### src/hw/rtl/assert_macros.svh
`ifndef ASSERT_MACROS_SVH
`define ASSERT_MACROS_SVH

// plain invariant, checked at every rising clock edge out of reset
`define WEPI_ASSERT_ALWAYS(lbl, clk, rst_n, expr, msg) \
    lbl: assert property (@(posedge clk) disable iff (!rst_n) (expr)) else $error(msg);

// implication with the consequent checked in the next cycle
`define WEPI_ASSERT_NEXT(lbl, clk, rst_n, ante, cons, msg) \
    lbl: assert property (@(posedge clk) disable iff (!rst_n) (ante) |=> (cons)) \
        else $error(msg);

`endif

### src/hw/rtl/wepi_pkg.sv
`default_nettype none

package wepi_pkg;

    localparam int DEPTH_DEFAULT = 16;

    localparam logic signed [15:0] GROUP_A_RESET     = 16'sd1;
    localparam logic signed [15:0] GROUP_B_RESET     = 16'sd2;
    localparam logic [31:0]        WINDOW_SIZE_RESET = 32'd150;

    localparam logic signed [31:0] INTERVAL_MAX = 32'sh7FFF_FFFF;
    localparam logic signed [31:0] INTERVAL_MIN = 32'sh8000_0001;

    typedef enum logic [1:0] {
        REG_GROUP_A     = 2'd0,
        REG_GROUP_B     = 2'd1,
        REG_WINDOW_SIZE = 2'd2
    } reg_index_t;

    typedef enum logic [5:0] {
        ST_IDLE     = 6'b000001,
        ST_SCAN_RD  = 6'b000010,
        ST_SCAN_CHK = 6'b000100,
        ST_EMIT_RD  = 6'b001000,
        ST_EMIT_NEG = 6'b010000,
        ST_EMIT_POS = 6'b100000
    } state_t;

    typedef struct packed {
        logic [31:0]        event_time;
        logic signed [15:0] event_group;
        logic               first_of_record;
    } event_t;

    typedef struct packed {
        logic signed [31:0] interval;
        logic               last_of_run;
        logic               window_overflow;
    } result_t;

endpackage

`default_nettype wire

### src/hw/rtl/windowed_event_pair_intervals.sv
`default_nettype none

// Pairs each event of group A or B with the stored kept events, newest first, up to the
// first one that lies more than half a window before it, and sends two intervals per pair
// (stored minus new, then its negation, both clipped to +/-2147483647). Events of other
// groups produce no beat and are not stored; first_of_record clears the window. One
// subtractor, fed by a single registered read port of the window ring, serves both a
// counting pass and an emitting pass, so the block takes one event at a time and keeps
// event_stall high until it is back in idle, also while the result side stalls.
// window_overflow is set on every beat of an event when the ring was full and no stored
// entry fell outside the window.
module windowed_event_pair_intervals #(
    parameter int DEPTH = wepi_pkg::DEPTH_DEFAULT
) (
    input  wire                  clk,
    input  wire                  rst_n,
    input  wire                  cfg_wr_en,
    input  wire [1:0]            cfg_index,
    input  wire [31:0]           cfg_data,
    input  wire                  event_valid,
    output logic                 event_stall,
    input  wire wepi_pkg::event_t event_beat,
    output logic                 result_valid,
    input  wire                  result_stall,
    output wepi_pkg::result_t    result_beat
);

`include "assert_macros.svh"

    localparam int AW = (DEPTH > 1) ? $clog2(DEPTH) : 1;
    localparam int CW = $clog2(DEPTH + 1);

    function automatic logic [AW-1:0] ptr_dec(input logic [AW-1:0] p);
        logic [AW-1:0] r;
        if (p == '0)
            r = AW'(DEPTH - 1);
        else
            r = p - 1'b1;
        return r;
    endfunction

    function automatic logic [AW-1:0] ptr_inc(input logic [AW-1:0] p);
        logic [AW-1:0] r;
        if (p == AW'(DEPTH - 1))
            r = '0;
        else
            r = p + 1'b1;
        return r;
    endfunction

    logic signed [15:0] group_a_reg;
    logic signed [15:0] group_b_reg;
    logic [31:0]        window_size_reg;

    wepi_pkg::state_t   state_reg, state_next;
    logic [31:0]        t_reg, t_next;
    logic [AW-1:0]      wslot_reg, wslot_next;
    logic [CW-1:0]      count_reg, count_next;
    logic [AW-1:0]      rptr_reg, rptr_next;
    logic [CW-1:0]      k_reg, k_next;
    logic [CW-1:0]      npairs_reg, npairs_next;
    logic               ovf_reg, ovf_next;
    logic signed [31:0] sat_reg, sat_next;
    logic               out_valid_reg, out_valid_next;
    wepi_pkg::result_t  out_data_reg, out_data_next;

    logic [31:0]        mem [DEPTH];
    logic [31:0]        rd_data_reg;
    logic               mem_we;

    logic signed [33:0] diff;
    logic signed [33:0] neg_half;
    logic               in_window;
    logic signed [31:0] diff_sat;
    logic               out_free;
    logic               accept;
    logic               kept;
    logic [AW-1:0]      wslot_eff;
    logic [CW-1:0]      count_eff;
    logic               scan_last;
    logic               emit_last;

    // configuration registers
    always_ff @(posedge clk or negedge rst_n)
    begin
        if (!rst_n)
        begin
            group_a_reg     <= wepi_pkg::GROUP_A_RESET;
            group_b_reg     <= wepi_pkg::GROUP_B_RESET;
            window_size_reg <= wepi_pkg::WINDOW_SIZE_RESET;
        end
        else if (cfg_wr_en)
        begin
            unique case (cfg_index)
                wepi_pkg::REG_GROUP_A:     group_a_reg     <= cfg_data[15:0];
                wepi_pkg::REG_GROUP_B:     group_b_reg     <= cfg_data[15:0];
                wepi_pkg::REG_WINDOW_SIZE: window_size_reg <= cfg_data;
                default:                   ;
            endcase
        end
    end

    // window ring, one write and one registered read per cycle
    always_ff @(posedge clk)
    begin
        if (mem_we)
        begin
            mem[wslot_reg] <= t_reg;
        end
        rd_data_reg <= mem[rptr_reg];
    end

    // the shared subtractor: stored time minus new time
    assign diff      = $signed({2'b00, rd_data_reg}) - $signed({2'b00, t_reg});
    assign neg_half  = -$signed({3'b000, window_size_reg[31:1]});
    assign in_window = (diff >= neg_half);

    always_comb
    begin
        if (diff > 34'sd2147483647)
            diff_sat = wepi_pkg::INTERVAL_MAX;
        else if (diff < -34'sd2147483647)
            diff_sat = wepi_pkg::INTERVAL_MIN;
        else
            diff_sat = diff[31:0];
    end

    assign event_stall  = (state_reg != wepi_pkg::ST_IDLE);
    assign accept       = event_valid && !event_stall;
    assign kept         = (event_beat.event_group == group_a_reg)
                       || (event_beat.event_group == group_b_reg);
    assign wslot_eff    = event_beat.first_of_record ? '0 : wslot_reg;
    assign count_eff    = event_beat.first_of_record ? '0 : count_reg;
    assign out_free     = !out_valid_reg || !result_stall;
    assign scan_last    = (CW'(k_reg + 1'b1) == count_reg);
    assign emit_last    = (CW'(k_reg + 1'b1) == npairs_reg);
    assign result_valid = out_valid_reg;
    assign result_beat  = out_data_reg;

    // push of the new time happens on the cycle the sequencer returns to idle
    logic push;

    always_comb
    begin
        state_next     = state_reg;
        t_next         = t_reg;
        wslot_next     = wslot_reg;
        count_next     = count_reg;
        rptr_next      = rptr_reg;
        k_next         = k_reg;
        npairs_next    = npairs_reg;
        ovf_next       = ovf_reg;
        sat_next       = sat_reg;
        out_data_next  = out_data_reg;
        out_valid_next = out_valid_reg && result_stall;
        push           = 1'b0;

        unique case (state_reg)
            wepi_pkg::ST_IDLE:
            begin
                if (accept)
                begin
                    t_next     = event_beat.event_time;
                    wslot_next = wslot_eff;
                    count_next = count_eff;
                    if (kept)
                    begin
                        rptr_next   = ptr_dec(wslot_eff);
                        k_next      = '0;
                        npairs_next = '0;
                        ovf_next    = 1'b0;
                        if (count_eff == '0)
                            state_next = wepi_pkg::ST_EMIT_POS;
                        else
                            state_next = wepi_pkg::ST_SCAN_RD;
                    end
                end
            end
            wepi_pkg::ST_SCAN_RD:
            begin
                state_next = wepi_pkg::ST_SCAN_CHK;
            end
            wepi_pkg::ST_SCAN_CHK:
            begin
                if (in_window && !scan_last)
                begin
                    npairs_next = CW'(npairs_reg + 1'b1);
                    k_next      = CW'(k_reg + 1'b1);
                    rptr_next   = ptr_dec(rptr_reg);
                    state_next  = wepi_pkg::ST_SCAN_RD;
                end
                else
                begin
                    if (in_window)
                        npairs_next = CW'(npairs_reg + 1'b1);
                    ovf_next  = in_window && (count_reg == CW'(DEPTH));
                    k_next    = '0;
                    rptr_next = ptr_dec(wslot_reg);
                    // no pair in the window: go straight to the push
                    if (npairs_next == '0)
                        state_next = wepi_pkg::ST_EMIT_POS;
                    else
                        state_next = wepi_pkg::ST_EMIT_RD;
                end
            end
            wepi_pkg::ST_EMIT_RD:
            begin
                state_next = wepi_pkg::ST_EMIT_NEG;
            end
            wepi_pkg::ST_EMIT_NEG:
            begin
                if (out_free)
                begin
                    sat_next                      = diff_sat;
                    out_valid_next                = 1'b1;
                    out_data_next.interval        = diff_sat;
                    out_data_next.last_of_run     = 1'b0;
                    out_data_next.window_overflow = ovf_reg;
                    state_next                    = wepi_pkg::ST_EMIT_POS;
                end
            end
            wepi_pkg::ST_EMIT_POS:
            begin
                // zero pairs arrive here too, then only the push is done
                if (npairs_reg == '0)
                begin
                    push       = 1'b1;
                    state_next = wepi_pkg::ST_IDLE;
                end
                else if (out_free)
                begin
                    out_valid_next                = 1'b1;
                    out_data_next.interval        = -sat_reg;
                    out_data_next.last_of_run     = emit_last;
                    out_data_next.window_overflow = ovf_reg;
                    if (emit_last)
                    begin
                        push       = 1'b1;
                        state_next = wepi_pkg::ST_IDLE;
                    end
                    else
                    begin
                        k_next     = CW'(k_reg + 1'b1);
                        rptr_next  = ptr_dec(rptr_reg);
                        state_next = wepi_pkg::ST_EMIT_RD;
                    end
                end
            end
            default:
            begin
                state_next = wepi_pkg::ST_IDLE;
            end
        endcase

        if (push)
        begin
            wslot_next = ptr_inc(wslot_reg);
            if (count_reg != CW'(DEPTH))
                count_next = CW'(count_reg + 1'b1);
        end
    end

    assign mem_we = push;

    always_ff @(posedge clk or negedge rst_n)
    begin
        if (!rst_n)
        begin
            state_reg     <= wepi_pkg::ST_IDLE;
            wslot_reg     <= '0;
            count_reg     <= '0;
            out_valid_reg <= 1'b0;
        end
        else
        begin
            state_reg     <= state_next;
            wslot_reg     <= wslot_next;
            count_reg     <= count_next;
            out_valid_reg <= out_valid_next;
        end
    end

    always_ff @(posedge clk)
    begin
        t_reg        <= t_next;
        rptr_reg     <= rptr_next;
        k_reg        <= k_next;
        npairs_reg   <= npairs_next;
        ovf_reg      <= ovf_next;
        sat_reg      <= sat_next;
        out_data_reg <= out_data_next;
    end

    `WEPI_ASSERT_ALWAYS(a_count_bound, clk, rst_n, count_reg <= CW'(DEPTH),
        "stored count above ring depth")
    `WEPI_ASSERT_ALWAYS(a_pairs_bound, clk, rst_n,
        (state_reg != wepi_pkg::ST_EMIT_NEG) || (npairs_reg <= count_reg),
        "more pairs than stored entries")
    `WEPI_ASSERT_NEXT(a_push_count, clk, rst_n, push, count_reg != '0,
        "push left the ring empty")
    `WEPI_ASSERT_NEXT(a_last_idle, clk, rst_n,
        (state_reg == wepi_pkg::ST_EMIT_POS) && out_free && (npairs_reg != '0) && emit_last,
        result_valid && result_beat.last_of_run && (state_reg == wepi_pkg::ST_IDLE),
        "final beat not flagged or sequencer not back to idle")

endmodule

`default_nettype wire

### config.mk
export PLATFORM = sky130hd
export DESIGN_NAME = windowed_event_pair_intervals
export DESIGN_NICKNAME = d
export VERILOG_FILES = /design/src/hw/rtl/wepi_pkg.sv /design/src/hw/rtl/windowed_event_pair_intervals.sv
export VERILOG_INCLUDE_DIRS = /design/src /design/src/hw/rtl
export SDC_FILE = /design/constraint.sdc
export NUM_CORES = 1
export LEC_CHECK = 0
export CORE_MARGIN = 8
export CORE_UTILIZATION = 25
export DETAILED_ROUTE_END_ITERATION = 7
export DONT_BUFFER_PORTS = 1
export HOLD_SLACK_MARGIN = 0.06
export PLACE_DENSITY_LB_ADDON = 0.05
export SLEW_MARGIN = 10
export SYNTH_ARGS = -nofsm -noshare
export SYNTH_HDL_FRONTEND = slang
export SYNTH_SLANG_ARGS = --single-unit
### constraint.sdc
create_clock -name clk -period 5.82 [get_ports clk]
set_input_delay 0.291 -clock clk [delete_from_list [all_inputs] [get_ports clk]]
set_output_delay 0.291 -clock clk [all_outputs]
set_load 0.1 [all_outputs]
==> metrics <==
status completed; worst hold path type input pin to flip-flop; first-pass GRT wire length 151 mm; die height roughly 380 um; via count 19.8k; Top reg by flops mem; commonest cells after routing, fill and taps aside edfxtp_1 (625), nor2_1 (142), nand2_1 (131); worst path cell trace ha_1, inv_1, fa_1, a211oi_2, o21ai_1, a21boi_2, nor3_1, a311o_1, o21bai_1, xor2_1, inv_1, ha_1, nand4_1, nor3_2, o21ai_0, a31oi_1, a21o_1, a41oi_1, o31a_2, o2111a_1, a31o_1, a221o_1; Via density 4.63; clock tree buffer depth 3; HPWL Detailed between 60 and 70 mm; Cell Pwr Density roughly 530 mW/mm^2; most common cell after layout, fill and taps aside edfxtp_1; I/O Pins 124; Routed Antenna Nets 0; TritonRoute pass-1 iters 5; Worst EP arrival 6.00 ns; crit path max fanout 7; CP Capture Type flip-flop; leakage power 14.2 nW; row count 132; Slowest Stage Delay on Critical Path 0.42 ns; WP buf/inv 2; CP top delay family compound AO/OA/AOI/OAI gates; H-tree Lvls 3; power share of the combinational group 37.5%; routability cong. 0.792; ant diodes 0; crit path kind flip-flop to flip-flop; Slew @ Worst Pin 1.14 ns; initial drt markers ~1.1k; Hold Fails Final Rpt 0; final setup vio count 0; Clock Power Share 26.7%; Mean Syn Cell Area ~14 sq um; Placed Cells 4,022; most used routing layer met2; Tmin final 5.45 ns; Die ar. ~0.14 sq mm; nets@finish 2,617; maximum VDD drop between 0.2 and 0.3 mV; global-route usage over all layers 14.4%; area share of the largest cell type after synthesis roughly 57%; max_cap viols 0; vias in the first global route just over 20k; slowest CP cell fa_1; Post-synth EDFFs 625; Distinct cells, synth 82; relative slew slack 23.8%; Finished Layout Cells 4,268; I/O Buffers 0; final slew viol count 0; largest net degree at the start of global routing ~110; GR Util met2 24.3%; Largest register FFs 512; Pwr Total between 20 and 25 mW; final WL 105 mm; grt ovf 0; final clock skew 0.0194 ns; CP Launch Type flip-flop; P&R area growth vs syn 20.1%; asr flop ratio synth 10.7%; routed len/inst approximately 25 um; GR met3 Demand/Resource under 10%; residual DRC count 0; Synth area leaders edfxtp_1 (57%), dfrtp_1 (5.5%), mux4_2 (4.4%), mux2i_1 (3.8%), ha_1 (3.0%); Core Area 0.130 sq mm; Sequential Power Share 35.9%; Worst-path clk slew 0.06 ns; Cells after Synth 2,265; Num Clock Sinks 736; synth warn 0; Post-Synthesis Cell Area 0.0327 sq mm; Initial Utilization 25.2%; Horiz. Die Dim 378 um; period utilization 93.7%; biggest area consumer among synthesized cells edfxtp_1; met1 Use GR 19.6%; initial antenna violation count 2; f_max 0.183 GHz; CP required 6.37 ns; clock root buffer master clkbuf_16; Seq cells post-synth roughly 740; internal power roughly 13 mW; sequential share of the synthesized area 65.4%; syn_nets 2,433; CTS tree yes; share of cells above drive strength 1 16.6%; ys flop type edfxtp_1; CTS Buf Count 91; latest clock arrival within the worst-skew pair 0.67 ns; Sw Pwr 8.00 mW; sw frac 38.5%
[cells by family (layout without fill, tap and decap cells)]
family                     after synthesis  in the layout  share of synthesized area [%]
AOI/OAI and AO/OA                      363            363                           7.28
xor gates and xnor gates               131            131                           3.53
adders and majority gates              102            102                           3.76
buffers and inverters                  159            420                           1.84
DFF                                    736            736                           65.4
muxes                                  258            258                           10.6
and+or+nand+nor                        516            516                           7.58
[final cells by class]
class	instances	area (sq um)
multi-input cells	1370	10900
clock buffers	130	2520
clock inverters	40	395
repair buffers	184	1650
well taps	1742	2180
flip-flops and latches	736	21400
inverters	66	248
fillers	12949	90400
[cell usage after synthesis, types with 5 or more instances]
cell type / number
mux2_2: 71
o21bai_1: 6
xor2_1: 90
inv_1: 65
a22oi_1: 36
nor2b_1: 5
o21ai_1: 15
nor4_1: 23
dfxtp_1: 32
mux2i_1: 123
nor3b_1: 5
ha_1: 79
nor2_1: 156
nand2_1: 131
and3_1: 6
clkbuf_1: 82
a21oi_1: 90
nor3_1: 54
nand3_1: 39
dfrtp_1: 72
maj3_1: 22
or4_1: 14
mux4_2: 64
nand4_1: 20
buf_1: 8
a221oi_1: 34
nand2b_1: 17
edfxtp_1: 625
a31oi_1: 12
a211oi_1: 7
a21o_1: 18
o221ai_1: 6
dfstp_2: 7
o31ai_1: 10
o21ai_0: 75
xnor2_1: 40
o31a_1: 5
o211ai_1: 5
or3_1: 15
and2_1: 5
[power by group through the flow]
stage / registers, mW / logic (mW) / clock network (mW)
2_1_floorplan: 7.44 / 4.70 / 0
3_3_place_gp: 7.58 / 7.79 / 0
3_5_place_dp: 7.58 / 7.80 / 0
4_1_cts: 7.47 / 7.91 / 5.75
5_1_grt: 7.51 / 8.63 / 5.92
6_report: 7.45 / 7.78 / 5.54
[per-stage QoR]
stage	setup WS [ns]	hold WS [ns]	TNS [ns]	util (%)	area, sq um
floorplan	0.429	-0.00459	0	-	32700
global placement	0.0808	0.00245	0	27.4	35600
detailed placement	-0.0426	0.00327	-0.0826	27.4	35600
CTS	0.0590	0.0608	0	30.3	39300
global route	-0.0435	0.101	-0.0897	30.3	39300
finish	0.367	0.114	0	30.3	39300
[worst register-to-register path, stage by stage (launching register included)]
cell	delay, ns
edfxtp_1	0.35
ha_1	0.22
inv_1	0.07
fa_1	0.42
a211oi_2	0.28
o21ai_1	0.16
a21boi_2	0.32
nor3_1	0.13
a311o_1	0.42
o21bai_1	0.27
xor2_1	0.24
inv_1	0.10
ha_1	0.28
nand4_1	0.15
nor3_2	0.28
o21ai_0	0.12
a31oi_1	0.22
a21o_1	0.12
a41oi_1	0.12
o31a_2	0.25
o2111a_1	0.29
a31o_1	0.19
a221o_1	0.33
[path summary, 6_finish.rpt]
check	slack, ns	end	startpoint	depth (start not counted)
setup / recovery	0.37	state_reg[5]	t_reg[0]	22
hold / removal	0.11	result_beat[31]	result_stall	1
setup reg to reg	0.37	state_reg[5]	t_reg[0]	22
hold reg to reg	0.50	result_beat[0]	ovf_reg	0
max in group asynchronous	5.19	group_a_reg[0]	rst_n	2
min in group asynchronous	0.16	state_reg[2]	rst_n	2
[repair_timing]
item | in CTS | in global routing
setup buffers | 1 | 0
endpoints found under the setup margin | 7 | 19
gates resized for setup | 0 | 7
pin swaps | 0 | 2
endpoints found under the hold margin | 191 | 0
hold buffers | 75 | 0
[per-layer routing]
layer,up-vias,wire length [um],part of all wire [%]
met5,-,26,0.025
met4,4,2350,2.2
met3,127,3420,3.3
met2,341,50100,48
met1,10165,49000,47
li1,9118,-,-
Note: power is estimated with default switching activity, not from simulation.
